[src/rtl/core/pwsd_pkg.sv]
// Package for the pulse-width sensor decoder: field widths, register indexes,
// status codes, frame timing constants and the structs passed between modules.
// No dependencies.
package pwsd_pkg;

   // Field widths
   localparam int TIME_W   = 32;
   localparam int GAP_W    = 16;
   localparam int COUNT_W  = 5;
   localparam int STROBE_W = 8;
   localparam int WORD_W   = 16;
   localparam int CODE_W   = 11;
   localparam int TEMP_W   = 17;
   localparam int CSR_IDX_W  = 2;
   localparam int CSR_DATA_W = 32;

   // Conversion datapath widths
   localparam int PROD_W = 27;   // code * scale + half, below 2^27
   localparam int SUM_W  = 28;
   localparam int QUOT_W = 16;

   // Register reset values
   localparam logic [GAP_W-1:0]  GAP_RESET     = GAP_W'(500);
   localparam logic [TIME_W-1:0] TIMEOUT_RESET = TIME_W'(100000);

   // Frame timing
   localparam logic [COUNT_W-1:0] STROBE_EDGE = COUNT_W'(1);
   localparam logic [COUNT_W-1:0] STOP_EDGE   = COUNT_W'(11);
   localparam logic [COUNT_W-1:0] LATCH_EDGE  = COUNT_W'(19);
   localparam logic [COUNT_W-1:0] COUNT_MAX   = COUNT_W'(31);

   // Scaling: round(code * span / 2047) - offset, all in Q8 degrees
   localparam int FULL_SCALE = 2047;
   localparam int HALF_SCALE = FULL_SCALE / 2;
   localparam int SPAN_WIDE  = 200 * 256;
   localparam int SPAN_NAR   = 70 * 256;
   localparam int OFF_WIDE   = 50 * 256;
   localparam int OFF_NAR    = 10 * 256;

   // Item kinds
   localparam logic KIND_EDGE = 1'b0;
   localparam logic KIND_POLL = 1'b1;

   // Register indexes
   localparam logic [CSR_IDX_W-1:0] CSR_MODEL_RANGE = CSR_IDX_W'(0);
   localparam logic [CSR_IDX_W-1:0] CSR_GAP_US      = CSR_IDX_W'(1);
   localparam logic [CSR_IDX_W-1:0] CSR_TIMEOUT_US  = CSR_IDX_W'(2);

   typedef enum logic [1:0] {
      ST_OK     = 2'd0,
      ST_NONE   = 2'd1,
      ST_LOST   = 2'd2,
      ST_PARITY = 2'd3
   } status_type;

   // Register write as seen by the tracker
   typedef struct packed {
      logic                  valid;
      logic [CSR_IDX_W-1:0]  index;
      logic [CSR_DATA_W-1:0] data;
   } csr_write_type;

   // Poll outcome handed to the conversion pipeline
   typedef struct packed {
      status_type        status;
      logic [CODE_W-1:0] code;
      logic              range;
   } poll_type;

endpackage

[src/rtl/core/pwsd_if.sv]
// Channel interfaces of the pulse-width sensor decoder: request, response and
// register write channels, each with valid/ready. Depends on pwsd_pkg.

interface pwsd_req_if;
   logic                          valid;
   logic                          ready;
   logic                          kind;
   logic [pwsd_pkg::TIME_W-1:0]   time_us;

   modport source (output valid, output kind, output time_us, input ready);
   modport sink   (input valid, input kind, input time_us, output ready);
endinterface

interface pwsd_rsp_if;
   logic                               valid;
   logic                               ready;
   logic [1:0]                         status;
   logic signed [pwsd_pkg::TEMP_W-1:0] temperature_q8;

   modport source (output valid, output status, output temperature_q8, input ready);
   modport sink   (input valid, input status, input temperature_q8, output ready);
endinterface

interface pwsd_csr_if;
   logic                              valid;
   logic                              ready;
   logic [pwsd_pkg::CSR_IDX_W-1:0]    index;
   logic [pwsd_pkg::CSR_DATA_W-1:0]   data;

   modport source (output valid, output index, output data, input ready);
   modport sink   (input valid, input index, input data, output ready);
endinterface

[src/rtl/core/pwsd_track.sv]
// Frame tracker: configuration registers, edge timing, bit shifting, word
// latch and the poll decision. Depends on pwsd_pkg.
module pwsd_track (
   input  logic                           clock,
   input  logic                           reset,
   input  pwsd_pkg::csr_write_type        csr_wr,
   input  logic                           accept,
   input  logic                           kind,
   input  logic [pwsd_pkg::TIME_W-1:0]    time_us,
   output logic                           poll_valid,
   output pwsd_pkg::poll_type             poll
);

   // Configuration
   logic                              range_ff, range_in;
   logic [pwsd_pkg::GAP_W-1:0]        gap_ff, gap_in;
   logic [pwsd_pkg::TIME_W-1:0]       timeout_ff, timeout_in;

   // Frame state
   logic [pwsd_pkg::TIME_W-1:0]       last_ff, last_in;
   logic [pwsd_pkg::COUNT_W-1:0]      count_ff, count_in;
   logic [pwsd_pkg::STROBE_W-1:0]     strobe_ff, strobe_in;
   logic [pwsd_pkg::WORD_W-1:0]       shift_ff, shift_in;
   logic [pwsd_pkg::WORD_W-1:0]       ready_ff, ready_in;

   logic [pwsd_pkg::TIME_W-1:0]       delta;
   logic [pwsd_pkg::COUNT_W-1:0]      count_inc;
   logic [pwsd_pkg::STROBE_W-1:0]     thr;
   logic [pwsd_pkg::WORD_W-1:0]       shifted;
   logic                              bit_early;
   logic                              parity_bad;
   logic                              is_edge;
   logic                              is_poll;

   assign is_edge = accept && (kind == pwsd_pkg::KIND_EDGE);
   assign is_poll = accept && (kind == pwsd_pkg::KIND_POLL);
   assign delta   = time_us - last_ff;

   // Register writes; unknown index is dropped
   always_comb begin
      range_in   = range_ff;
      gap_in     = gap_ff;
      timeout_in = timeout_ff;
      if (csr_wr.valid) begin
         case (csr_wr.index)
            pwsd_pkg::CSR_MODEL_RANGE: range_in   = csr_wr.data[0];
            pwsd_pkg::CSR_GAP_US:      gap_in     = csr_wr.data[pwsd_pkg::GAP_W-1:0];
            pwsd_pkg::CSR_TIMEOUT_US:  timeout_in = csr_wr.data;
            default: ;
         endcase
      end
   end

   // Bit decision: threshold wraps to 8 bits
   always_comb begin
      count_inc = (count_ff == pwsd_pkg::COUNT_MAX) ? count_ff : count_ff + 1'b1;
      if (count_inc == pwsd_pkg::STOP_EDGE)
         thr = strobe_ff + (strobe_ff >> 1);
      else if (shift_ff[0])
         thr = strobe_ff + strobe_ff;
      else
         thr = strobe_ff;
      bit_early = delta < pwsd_pkg::TIME_W'(thr);
      shifted   = {shift_ff[pwsd_pkg::WORD_W-2:0], bit_early};
   end

   // Even parity over bits 9..0 and over bits 15..10 of the word
   assign parity_bad = (^ready_ff[9:0]) || (^ready_ff[15:10]);

   // Edge and poll state update
   always_comb begin
      last_in    = last_ff;
      count_in   = count_ff;
      strobe_in  = strobe_ff;
      shift_in   = shift_ff;
      ready_in   = ready_ff;
      poll_valid = is_poll;
      poll.range  = range_ff;
      poll.code   = {ready_ff[13:11], ready_ff[8:1]};
      poll.status = pwsd_pkg::ST_OK;

      if (is_edge) begin
         last_in = time_us;
         if (delta > pwsd_pkg::TIME_W'(gap_ff)) begin
            count_in = '0;
            shift_in = '0;
         end else begin
            count_in = count_inc;
            if (count_inc == pwsd_pkg::STROBE_EDGE) begin
               strobe_in = delta[pwsd_pkg::STROBE_W:1];
            end else begin
               shift_in = shifted;
               if (count_inc == pwsd_pkg::LATCH_EDGE)
                  ready_in = shifted;
            end
         end
      end

      if (delta > timeout_ff) begin
         poll.status = pwsd_pkg::ST_LOST;
      end else if (ready_ff == '0) begin
         poll.status = pwsd_pkg::ST_NONE;
      end else begin
         poll.status = parity_bad ? pwsd_pkg::ST_PARITY : pwsd_pkg::ST_OK;
         if (is_poll)
            ready_in = '0;
      end
   end

   always_ff @(posedge clock) begin
      if (reset) begin
         range_ff   <= 1'b0;
         gap_ff     <= pwsd_pkg::GAP_RESET;
         timeout_ff <= pwsd_pkg::TIMEOUT_RESET;
         last_ff    <= '0;
         count_ff   <= '0;
         strobe_ff  <= '0;
         shift_ff   <= '0;
         ready_ff   <= '0;
      end else begin
         range_ff   <= range_in;
         gap_ff     <= gap_in;
         timeout_ff <= timeout_in;
         last_ff    <= last_in;
         count_ff   <= count_in;
         strobe_ff  <= strobe_in;
         shift_ff   <= shift_in;
         ready_ff   <= ready_in;
      end
   end

`ifndef SYNTH
   // A poll that takes the word leaves nothing latched behind
   a_word_taken: assert property (@(posedge clock) disable iff (reset)
      is_poll && (poll.status == pwsd_pkg::ST_OK || poll.status == pwsd_pkg::ST_PARITY)
      |=> ready_ff == '0)
      else $error("latched word not cleared after poll");

   // A lost-signal poll keeps the latched word
   a_word_kept: assert property (@(posedge clock) disable iff (reset)
      is_poll && poll.status == pwsd_pkg::ST_LOST |=> $stable(ready_ff))
      else $error("latched word changed on lost-signal poll");

   // A long gap restarts the frame
   a_gap_restart: assert property (@(posedge clock) disable iff (reset)
      is_edge && (delta > pwsd_pkg::TIME_W'(gap_ff)) |=> count_ff == '0)
      else $error("edge count not cleared after a long gap");
`endif

endmodule

[src/rtl/core/pwsd_conv.sv]
// Conversion pipeline: scales the 11-bit sensor code to Q8 degrees with a
// rounded divide by 2047, and holds the response register. Depends on pwsd_pkg.
module pwsd_conv (
   input  logic                               clock,
   input  logic                               reset,
   input  logic                               in_valid,
   output logic                               in_ready,
   input  pwsd_pkg::poll_type                 in_poll,
   output logic                               out_valid,
   input  logic                               out_ready,
   output logic [1:0]                         out_status,
   output logic signed [pwsd_pkg::TEMP_W-1:0] out_temp
);

   // Stage valids
   logic s1_v_ff, s1_v_in, s2_v_ff, s2_v_in, s3_v_ff, s3_v_in, out_v_ff, out_v_in;
   logic s1_adv, s2_adv, s3_adv, out_free, s3_free, s2_free, s1_free;

   // Payload
   pwsd_pkg::poll_type                s1_ff;
   pwsd_pkg::status_type              s2_st_ff, s3_st_ff, out_st_ff;
   logic                              s2_rng_ff, s3_rng_ff;
   logic [pwsd_pkg::PROD_W-1:0]       s2_y_ff, s2_y_in, s3_y_ff;
   logic [pwsd_pkg::QUOT_W-1:0]       s3_est_ff, s3_est_in;
   logic [pwsd_pkg::TEMP_W-1:0]       out_temp_ff, out_temp_in;

   logic [pwsd_pkg::PROD_W-1:0]       span;
   logic [pwsd_pkg::SUM_W-1:0]        est_sum;
   logic [pwsd_pkg::SUM_W-1:0]        est_prod;
   logic [pwsd_pkg::SUM_W-1:0]        rem;
   logic [pwsd_pkg::QUOT_W-1:0]       quot;
   logic [pwsd_pkg::TEMP_W-1:0]       offset;

   // Bubble-collapsing advance, from the output back
   assign out_free = !out_v_ff || out_ready;
   assign s3_adv   = s3_v_ff && out_free;
   assign s3_free  = !s3_v_ff || s3_adv;
   assign s2_adv   = s2_v_ff && s3_free;
   assign s2_free  = !s2_v_ff || s2_adv;
   assign s1_adv   = s1_v_ff && s2_free;
   assign s1_free  = !s1_v_ff || s1_adv;
   assign in_ready = s1_free;

   assign s1_v_in  = (s1_v_ff && !s1_adv) || (in_valid && s1_free);
   assign s2_v_in  = (s2_v_ff && !s2_adv) || s1_adv;
   assign s3_v_in  = (s3_v_ff && !s3_adv) || s2_adv;
   assign out_v_in = (out_v_ff && !out_ready) || s3_adv;

   // Stage 1: code times span plus half the divisor
   assign span    = s1_ff.range ? pwsd_pkg::PROD_W'(pwsd_pkg::SPAN_NAR)
                                : pwsd_pkg::PROD_W'(pwsd_pkg::SPAN_WIDE);
   assign s2_y_in = pwsd_pkg::PROD_W'(s1_ff.code) * span
                  + pwsd_pkg::PROD_W'(pwsd_pkg::HALF_SCALE);

   // Stage 2: y/2047 estimate from y/2048 * (1 + 2^-11 + 2^-22), low by at most one
   assign est_sum   = pwsd_pkg::SUM_W'(s2_y_ff) + pwsd_pkg::SUM_W'(s2_y_ff >> 11)
                    + pwsd_pkg::SUM_W'(s2_y_ff >> 22);
   assign s3_est_in = est_sum[pwsd_pkg::QUOT_W+10:11];

   // Stage 3: one correction step, then the offset
   assign est_prod = pwsd_pkg::SUM_W'({s3_est_ff, 11'b0}) - pwsd_pkg::SUM_W'(s3_est_ff);
   assign rem      = pwsd_pkg::SUM_W'(s3_y_ff) - est_prod;
   assign quot     = s3_est_ff
                   + pwsd_pkg::QUOT_W'(rem >= pwsd_pkg::SUM_W'(pwsd_pkg::FULL_SCALE));
   assign offset   = s3_rng_ff ? pwsd_pkg::TEMP_W'(pwsd_pkg::OFF_NAR)
                               : pwsd_pkg::TEMP_W'(pwsd_pkg::OFF_WIDE);
   assign out_temp_in = (s3_st_ff == pwsd_pkg::ST_OK)
                      ? pwsd_pkg::TEMP_W'(quot) - offset : '0;

   // Valid bits
   always_ff @(posedge clock) begin
      if (reset) begin
         s1_v_ff  <= 1'b0;
         s2_v_ff  <= 1'b0;
         s3_v_ff  <= 1'b0;
         out_v_ff <= 1'b0;
      end else begin
         s1_v_ff  <= s1_v_in;
         s2_v_ff  <= s2_v_in;
         s3_v_ff  <= s3_v_in;
         out_v_ff <= out_v_in;
      end
   end

   // Payload registers
   always_ff @(posedge clock) begin
      if (in_valid && s1_free) begin
         s1_ff <= in_poll;
      end
      if (s1_adv) begin
         s2_st_ff  <= s1_ff.status;
         s2_rng_ff <= s1_ff.range;
         s2_y_ff   <= s2_y_in;
      end
      if (s2_adv) begin
         s3_st_ff  <= s2_st_ff;
         s3_rng_ff <= s2_rng_ff;
         s3_y_ff   <= s2_y_ff;
         s3_est_ff <= s3_est_in;
      end
      if (s3_adv) begin
         out_st_ff   <= s3_st_ff;
         out_temp_ff <= out_temp_in;
      end
   end

   assign out_valid  = out_v_ff;
   assign out_status = out_st_ff;
   assign out_temp   = $signed(out_temp_ff);

`ifndef SYNTH
   // Temperature is zero unless the status is ok
   a_temp_zero: assert property (@(posedge clock) disable iff (reset)
      out_v_ff && out_st_ff != pwsd_pkg::ST_OK |-> out_temp_ff == '0)
      else $error("nonzero temperature on non-ok status");

   // Input is held off only when every stage is occupied
   a_full_stall: assert property (@(posedge clock) disable iff (reset)
      !in_ready |-> s1_v_ff && s2_v_ff && s3_v_ff && out_v_ff && !out_ready)
      else $error("input stalled with a free stage");

   // Ok results stay in the wide scale's range
   a_temp_range: assert property (@(posedge clock) disable iff (reset)
      out_v_ff && out_st_ff == pwsd_pkg::ST_OK
      |-> $signed(out_temp_ff) >= -17'sd12800 && $signed(out_temp_ff) <= 17'sd38400)
      else $error("temperature out of range");
`endif

endmodule

[src/rtl/core/pulse_width_sensor_decoder.sv]
// Top level of the pulse-width sensor decoder: tracker and conversion pipeline.
// Depends on pwsd_pkg, pwsd_if, pwsd_track and pwsd_conv.
//
//   channel    dir  handshake       payload
//   req_chan   in   valid/ready     kind, time_us
//   rsp_chan   out  valid/ready     status, temperature_q8 (one per poll)
//   csr_chan   in   valid/ready     index, data (always ready)
//
// One transaction per cycle while req_chan.ready is high. Edges and polls update
// the tracker state in the cycle they are accepted; a poll's response passes
// through the input register, the scale multiply, the divide-by-2047 estimate
// and its correction into the response register. The pipeline collapses bubbles,
// so requests keep flowing while a response waits; req_chan.ready drops only
// when all four stages are full and stalled.
// Reset is synchronous and restores the register defaults and an empty frame.
module pulse_width_sensor_decoder (
   input  logic     clock,
   input  logic     reset,
   pwsd_req_if.sink   req_chan,
   pwsd_rsp_if.source rsp_chan,
   pwsd_csr_if.sink   csr_chan
);

   pwsd_pkg::csr_write_type csr_wr;
   pwsd_pkg::poll_type      poll;
   logic                    poll_valid;
   logic                    accept;
   logic                    conv_ready;

   // Register writes are always taken
   assign csr_chan.ready = 1'b1;
   assign csr_wr.valid   = csr_chan.valid;
   assign csr_wr.index   = csr_chan.index;
   assign csr_wr.data    = csr_chan.data;

   assign req_chan.ready = conv_ready;
   assign accept         = req_chan.valid && conv_ready;

   pwsd_track u_track (
      .clock      (clock),
      .reset      (reset),
      .csr_wr     (csr_wr),
      .accept     (accept),
      .kind       (req_chan.kind),
      .time_us    (req_chan.time_us),
      .poll_valid (poll_valid),
      .poll       (poll)
   );

   pwsd_conv u_conv (
      .clock      (clock),
      .reset      (reset),
      .in_valid   (poll_valid),
      .in_ready   (conv_ready),
      .in_poll    (poll),
      .out_valid  (rsp_chan.valid),
      .out_ready  (rsp_chan.ready),
      .out_status (rsp_chan.status),
      .out_temp   (rsp_chan.temperature_q8)
   );

endmodule

[src/flat_wrapper.sv]
// flat-port wrapper written by rule: the top's interface ports become plain ports
module pulse_width_sensor_decoder_flat 
  (clock, reset, req_chan_valid, req_chan_kind, req_chan_time_us, req_chan_ready, rsp_chan_valid, rsp_chan_status, rsp_chan_temperature_q8, rsp_chan_ready, csr_chan_valid, csr_chan_index, csr_chan_data, csr_chan_ready);
  pwsd_req_if req_chan_i ();
  pwsd_rsp_if rsp_chan_i ();
  pwsd_csr_if csr_chan_i ();
  input  logic clock;
  input  logic reset;
  input wire logic [$bits(req_chan_i.valid)-1:0] req_chan_valid;
  input wire logic [$bits(req_chan_i.kind)-1:0] req_chan_kind;
  input wire logic [$bits(req_chan_i.time_us)-1:0] req_chan_time_us;
  output wire logic [$bits(req_chan_i.ready)-1:0] req_chan_ready;
  output wire logic [$bits(rsp_chan_i.valid)-1:0] rsp_chan_valid;
  output wire logic [$bits(rsp_chan_i.status)-1:0] rsp_chan_status;
  output wire logic [$bits(rsp_chan_i.temperature_q8)-1:0] rsp_chan_temperature_q8;
  input wire logic [$bits(rsp_chan_i.ready)-1:0] rsp_chan_ready;
  input wire logic [$bits(csr_chan_i.valid)-1:0] csr_chan_valid;
  input wire logic [$bits(csr_chan_i.index)-1:0] csr_chan_index;
  input wire logic [$bits(csr_chan_i.data)-1:0] csr_chan_data;
  output wire logic [$bits(csr_chan_i.ready)-1:0] csr_chan_ready;
  assign req_chan_i.valid = req_chan_valid;
  assign req_chan_i.kind = req_chan_kind;
  assign req_chan_i.time_us = req_chan_time_us;
  assign req_chan_ready = req_chan_i.ready;
  assign rsp_chan_valid = rsp_chan_i.valid;
  assign rsp_chan_status = rsp_chan_i.status;
  assign rsp_chan_temperature_q8 = rsp_chan_i.temperature_q8;
  assign rsp_chan_i.ready = rsp_chan_ready;
  assign csr_chan_i.valid = csr_chan_valid;
  assign csr_chan_i.index = csr_chan_index;
  assign csr_chan_i.data = csr_chan_data;
  assign csr_chan_ready = csr_chan_i.ready;
  pulse_width_sensor_decoder u_core (.clock(clock), .reset(reset), .req_chan(req_chan_i), .rsp_chan(rsp_chan_i), .csr_chan(csr_chan_i));
endmodule
[config.mk]
export PLATFORM = sky130hd
export DESIGN_NAME = pulse_width_sensor_decoder_flat
export DESIGN_NICKNAME = d
export VERILOG_FILES = /design/src/rtl/core/pwsd_pkg.sv /design/src/rtl/core/pwsd_if.sv /design/src/rtl/core/pwsd_track.sv /design/src/rtl/core/pwsd_conv.sv /design/src/rtl/core/pulse_width_sensor_decoder.sv /design/src/flat_wrapper.sv
export SDC_FILE = /design/constraint.sdc
export NUM_CORES = 1
export LEC_CHECK = 0
export BUFFER_PORTS_ARGS = -buffer_cell sky130_fd_sc_hd__buf_2
export CORE_MARGIN = 5
export CORE_UTILIZATION = 58
export DETAILED_ROUTE_END_ITERATION = 10
export PLACE_DENSITY = 0.74
export SLEW_MARGIN = 20
export SYNTH_ARGS = -nofsm -noshare
export SYNTH_HDL_FRONTEND = slang
export SYNTH_HIERARCHICAL = 1
export SYNTH_SLANG_ARGS = --single-unit
[constraint.sdc]
create_clock -name clock -period 14.1 [get_ports clock]
set_input_delay 1.41 -clock clock [delete_from_list [all_inputs] [get_ports clock]]
set_output_delay 1.41 -clock clock [all_outputs]
set_load 0.05 [all_outputs]
After elaboration in Yosys (flattened, before gate mapping):

Cells that the tools add are included.

* multiplexer cells: 17
* $add $sub $neg: 11
* $lt $le $gt $ge: 4
* equality and inequality tests: 7
* bitwise logic cells: 2
* reduce and logical (&&, ||, !) cells: 38
* $mul: 1

Operators by type and width (count)
* 2-to-1 mux 16 bit: 8
* > comparator 32 x 16 -> 1 bit: 1
* > comparator 32 bit: 1
* less-than comparator 32 x 8 -> 1 bit: 1
* subtractor 32 bit: 1
* 2-to-1 mux 15 bit: 2
* greater-or-equal comparator 28 x 11 -> 1 bit, second input constant: 1
* subtractor 27 x 16 -> 28 bit: 1
* subtractor 27 x 28 -> 28 bit: 1
* adder 27 x 10 -> 27 bit, second input constant: 1
* adder 27 x 16 -> 27 bit: 1
* adder 27 x 5 -> 27 bit: 1
* multiplier 11 x 16 -> 27 bit: 1
* subtractor 16 x 14 -> 17 bit: 1
* adder 16 x 1 -> 16 bit: 1
* zero test 16 bit: 1
* 2-to-1 mux 8 bit: 2
* 2-to-1 mux 14 bit: 1
* logical AND 1 bit: 11
* == test 5 bit, second input constant: 2
* 2-to-1 mux 5 bit: 2
* XOR reduction 10 bit: 1
* logical OR 1 bit: 9
* adder 8 x 7 -> 8 bit: 1
* 14 further kinds: 27

* flip-flop bits (word level): 238
* logic and storage cells: 104
* input bits: 72
* output and inout bits: 22

Logic depth before layout (Yosys ltp):

* word-level depth: 14
* mapped depth: 25
* gate-level depth less buffers: 24

Cells and area by module:

The synthesis kept the hierarchy.

By module, submodules not included
* pwsd_track: times used 1, cells each 1117, area an instance 8684.6 um^2, sequential area each 2502.4 um^2
* pwsd_conv: times used 1, cells each 736, area an instance 7756.2 um^2, sequential area each 2812.7 um^2
* pulse_width_sensor_decoder: times used 1, cells each 3, area an instance 17.5 um^2, sequential area each 0.0 um^2

Worst setup path after synthesis:

Ideal clock, no wire load.

* path kind: input -> register
* start: input req_chan_time_us[4]
* end: register u_core/u_track/ready_ff[10] (netlist name)
* setup time: 128 ps
* path buffers: 1
* arrival time: 5312 ps
* slack: 8660 ps
* stages: 20
* data required time: 13972 ps
* cell sequence: ha_1 -> and2_4 -> a311oi_2 -> a21oi_2 -> o21a_1 -> o21a_1 -> or3_1 -> and2_1 -> ha_1 -> a21o_1 -> a21o_1 -> a21o_1 -> a21oi_1 -> nor2b_1 -> o21ai_0 -> nand2b_1 -> a221oi_1 -> a31o_2 -> clkbuf_1 -> nor2_1

* word-level cells in the longest chain between the ends: 7
* elaborated cells between the ends (all ways): 8
* classes of those cells: 1 x add/sub; 2 x order compare; 5 x mux

Ends and longest elaborated chain
* from (decl): RTL line flat_wrapper.sv:11 `input wire logic [$bits(req_chan_i.time_us)-1:0] req_chan_time_us;`
* subtractor 32 bit (*): RTL line pwsd_track.sv:37 `assign delta = time_us - last_ff;`
* > comparator 32 x 16 -> 1 bit: RTL line pwsd_track.sv:84 `if (delta > pwsd_pkg::TIME_W'(gap_ff)) begin`
* 2-to-1 mux 16 bit: RTL line pwsd_track.sv:84
* 2-to-1 mux 16 bit: RTL line pwsd_track.sv:82 `if (is_edge) begin`
* 2-to-1 mux 16 bit: RTL line pwsd_track.sv:105 `if (is_poll)`
* 2-to-1 mux 16 bit: RTL line pwsd_track.sv:101 `end else if (ready_ff == '0) begin`
* 2-to-1 mux 16 bit (*): RTL line pwsd_track.sv:99 `if (delta > timeout_ff) begin`
* to (signal assigned): RTL line pwsd_track.sv:128 `ready_ff <= ready_in;`
* to (decl): RTL line pwsd_track.sv:24 `logic [pwsd_pkg::WORD_W-1:0] ready_ff, ready_in;`

Every way passes the cells marked *; elsewhere a longest branch is shown, timed or not.
A chain may end at the register's enable or synchronous reset.

Worst setup path in the final report:

* start: input req_chan_time_us[4]
* end: register u_core/u_track/shift_ff[8] (netlist name)

* word-level cells in the longest chain between the ends: 4
* elaborated cells between the ends (all ways): 5
* classes of those cells: 1 x add/sub; 1 x order compare; 1 x eq/ne; 1 x mux; 1 x reduce/logical

Ends and longest elaborated chain
* subtractor 32 bit (*): RTL line pwsd_track.sv:37
* named net u_core.u_track.delta (one bit): RTL line pwsd_track.sv:26 `logic [pwsd_pkg::TIME_W-1:0] delta;`
* > comparator 32 x 16 -> 1 bit (*): RTL line pwsd_track.sv:84
* inequality test 2 bit (no source line)
* AND reduction 2 bit (no source line)
* to (signal assigned): RTL line pwsd_track.sv:127 `shift_ff <= shift_in;`
* to (decl): RTL line pwsd_track.sv:23 `logic [pwsd_pkg::WORD_W-1:0] shift_ff, shift_in;`

Mark *: on every way through the listed nets, which the timed path passes. The rest lies on a longest branch.

==> results.toml <==
[drt]
dr.first_iter.drc_count = 892
route.detailed.drc = 0
viasPerCell = 5.68
dr.pass1.iters = 5
ant_nets = 0
vias = 13100
wl_per_cell_um = 16.7
wirelength_um = 38500

[floorplanning]
io_pins = 94
num_rows = 61
start_util_pct = 58.9
die_x_um = 178
core_area_um2 = 27900
die_y_um = 178
die-area_um2 = 31800

[synth]
ys_ff_latch = 220
ys_seq_area_share_pct = 32.3
synthCells = 1856
synth_warnings = 6
synthAdderAreaFrac_pct = 20.8
synth_flop_cell = "dfxtp_1"
syn_area_um2 = 16500
yosys.area_share.simple_pct = 16.7
synth_xor_area_share_pct = 4.36
synth-compound-area-share_pct = 15.9
async_flop_share_pct = 0
synth_edf_count = 91
synth_cell_types = 97
synth_top_family_by_area = "adder cells"
avgSynthCellArea_um2 = 8.87
synthMuxAreaShare_pct = 2.25

[layout]
layout-drive-gt1-share_pct = 9.39
fillers = 2407
n_antenna_cell = 0
final_nets = 2239
fin_util_pct = 64.2
syn_to_final_growth_pct = 8.97

[sta]
hold_violations = 0
rsz0062_at_grt = "no"
tightest_slew_ps = 1130
fin_crit_sh_pct = 43.4
fmax_mhz = 164
clock_skew_ps = 9.64
setup_tns_ps = 0
drv_slew = 0
slew_headroom_pct = 24.1
period_minus_slack_ps = 6120
setup_violations = 0

[min_path]
hold_depth = 0
hold_path.class = "reg -> reg"

[placement]
dpl.hpwl_um = 30100
port_buffers = 92
gp_congestion = 0.908

[worst_setup_path]
r2r_slack_ps = 8400
r2r_cells = 23
critPathArrivalTime_ps = 6570
crit_required_ps = 14560
cp-start-kind = "primary input"
path_class = "in -> reg"
endpoint_kind = "flip-flop"
critPathMaxFanout = 15

[cts]
numCtsBuffers = 25
cts_hold_buf = 0
clk_latency_ps = 520
cts-resized-gates = 0
postCtsSetupRepairBufs = 0
htree_levels = 1
tritoncts = "done"
clockBufferDepth = 3
clk_pin_slew_worst_paths_ps = 60
cts_root_buf = "clkbuf_16"
cts_num_sinks = 220

[outcome]
status = "completed"

[global_routing]
grt_pass1_vias = 12600
antenna_found_initial = 0
grt_pass1_wl_um = 62900
grt_remaining_overflow = 0
grt_max_degree = 70
grt.total_usage_pct = 24.0

[power]
powerDensity_nw_per_um2 = 92.5
peakVddDrop_uv = 101
p_leak_nw = 7.86

[flow_run]
drv_cap = 0
[cells in the mapped netlist, types with 5 or more instances]
cell	number	share of area (%)
and3_1	14	0.53
o21bai_1	6	0.27
edfxtp_1	91	17
nor3_1	21	0.64
o21ai_1	6	0.18
xor2_1	26	1.4
nand3b_1	9	0.41
xnor2_1	56	3.0
buf_1	12	0.27
buf_4	14	0.64
a21boi_0	6	0.27
a21oi_1	169	5.1
mux2i_1	37	2.3
buf_2	8	0.24
nor2_1	116	2.6
and2_1	30	1.1
or3_1	13	0.49
a21o_1	27	1.2
or2_2	6	0.23
nand4_1	30	1.1
nor2b_1	23	0.87
o211ai_1	9	0.41
a22o_1	16	0.85
and4_1	9	0.48
inv_1	226	5.2
fa_1	30	3.6
a221oi_1	5	0.27
nand3_1	24	0.73
buf_6	5	0.34
dfxtp_1	129	16
a211oi_1	5	0.23
clkbuf_1	33	0.75
nand2_1	224	5.1
a211o_1	9	0.48
nand2b_1	14	0.53
o21a_1	17	0.78
ha_1	226	17
o22ai_1	5	0.19
a31oi_1	11	0.42
o21ai_0	46	1.4
[kinds of logic after synthesis]
family / count (synthesis)
other: 3
XOR/XNOR: 82
flip-flops: 220
adder cells (fa/ha/maj): 256
AND/OR/NAND/NOR: 562
multiplexers: 37
AO/OA/AOI/OAI: 396
buffers and inverters: 300
[final timing paths]
| path | end | startpoint |
|---|---|---|
| max | u_core/u_track/shift_ff[8] | req_chan_time_us[4] |
| min | u_core/u_conv/s3_st_ff[0] | u_core/u_conv/s2_st_ff[0] |
| max reg2reg | u_core/u_conv/out_temp[15] | u_core/u_conv/s3_est_ff[2] |
| min reg2reg | u_core/u_conv/s3_st_ff[0] | u_core/u_conv/s2_st_ff[0] |
[report_power, final]
part | switching, mW | total [mW] | internal, mW | leakage [nW]
sequential | 0.0116 | 0.691 | 0.680 | 1.91
clock | 0.271 | 0.638 | 0.367 | 0.401
combinational | 0.200 | 0.330 | 0.130 | 5.55
[registers in the layout, summed over array words and instances, names as in the netlist, 2 cells and up]
signal,count
u_core/u_track/last_ff,32
u_core/u_conv/s2_y_ff,18
u_core/u_conv/s3_st_ff,2
u_core/u_track/shift_ff,15
u_core/u_track/ready_ff,16
u_core/u_conv/out_temp,17
u_core/u_track/strobe_ff,8
u_core/u_conv/out_status,2
u_core/u_track/timeout_ff,32
u_core/u_conv/s2_st_ff,2
u_core/u_conv/s3_y_ff,18
u_core/u_track/gap_ff,16
u_core/u_track/count_ff,5
u_core/u_conv/s3_est_ff,16
u_core/u_conv/s1_ff,14
[placed cells by master (no fill, tap or decap), drive strengths merged, types with 6 or more instances in the layout]
cell type	netlist	final
o211ai	9	9
o21bai	6	6
o21ai	52	52
or3	14	14
a21o	27	27
edfxtp	91	91
a211o	9	9
nand2	224	224
inv	226	229
o21a	18	18
fa	30	30
nand3	25	25
and2	32	32
a21boi	8	8
nor2	116	116
xnor2	56	56
a21oi	170	170
nand4	31	31
buf	40	99
nand3b	9	9
nor4	7	7
mux2i	37	37
xor2	26	26
a22o	16	16
clkbuf	33	30
ha	226	226
nor3	21	21
a31oi	11	11
or2	6	6
and3	15	15
and4	9	9
nor2b	23	23
nand2b	14	14
clkinv	0	8
dfxtp	129	129
[per-layer routing]
layer  track usage (%)  vias up  routed length (um)
met5                 0        -                   0
met4              5.56        0                 713
met3              2.65       57                1710
met2              41.1      315               18400
met1              32.7     6169               17700
li1                  -     6555                   -
[layout make-up]
type | count | area (um2) | share of cell area (%)
Clock buffer | 30 | 718 | 4.00
Clock inverter | 14 | 104 | 0.579
Inverter | 227 | 866 | 4.83
Multi-Input combinational cell | 1338 | 9920 | 55.3
Sequential cell | 220 | 5320 | 29.6
Tap cell | 378 | 473 | 2.64
Timing Repair Buffer | 99 | 536 | 2.99
[stage by stage]
stage	std cells	setup slack (ps)	instance area (um2)	power, mW	hold WS (ps)
3_5_place_dp	2261	7470	17100	1.03	413
5_1_grt	2306	7730	17900	1.74	439
4_1_cts	2305	7970	17900	1.67	428
2_1_floorplan	1858	8660	16500	0.940	400
6_report	2306	7980	17900	1.66	425
3_3_place_gp	2261	7720	17100	1.02	404
[critical path, cell delays in order]
cell,delay [ps]
buf_2,110
ha_1,380
and2_4,210
a311oi_2,470
a21boi_0,280
o21ai_0,270
nand2_1,100
xor2_1,210
ha_1,240
or4_1,410
a21oi_1,130
o21ai_0,130
a221oi_1,310
a32oi_1,140
a221oi_1,240
and4_1,340
and4b_1,340
and4b_1,610
a22o_1,220
(Power assumes the default switching activity.)
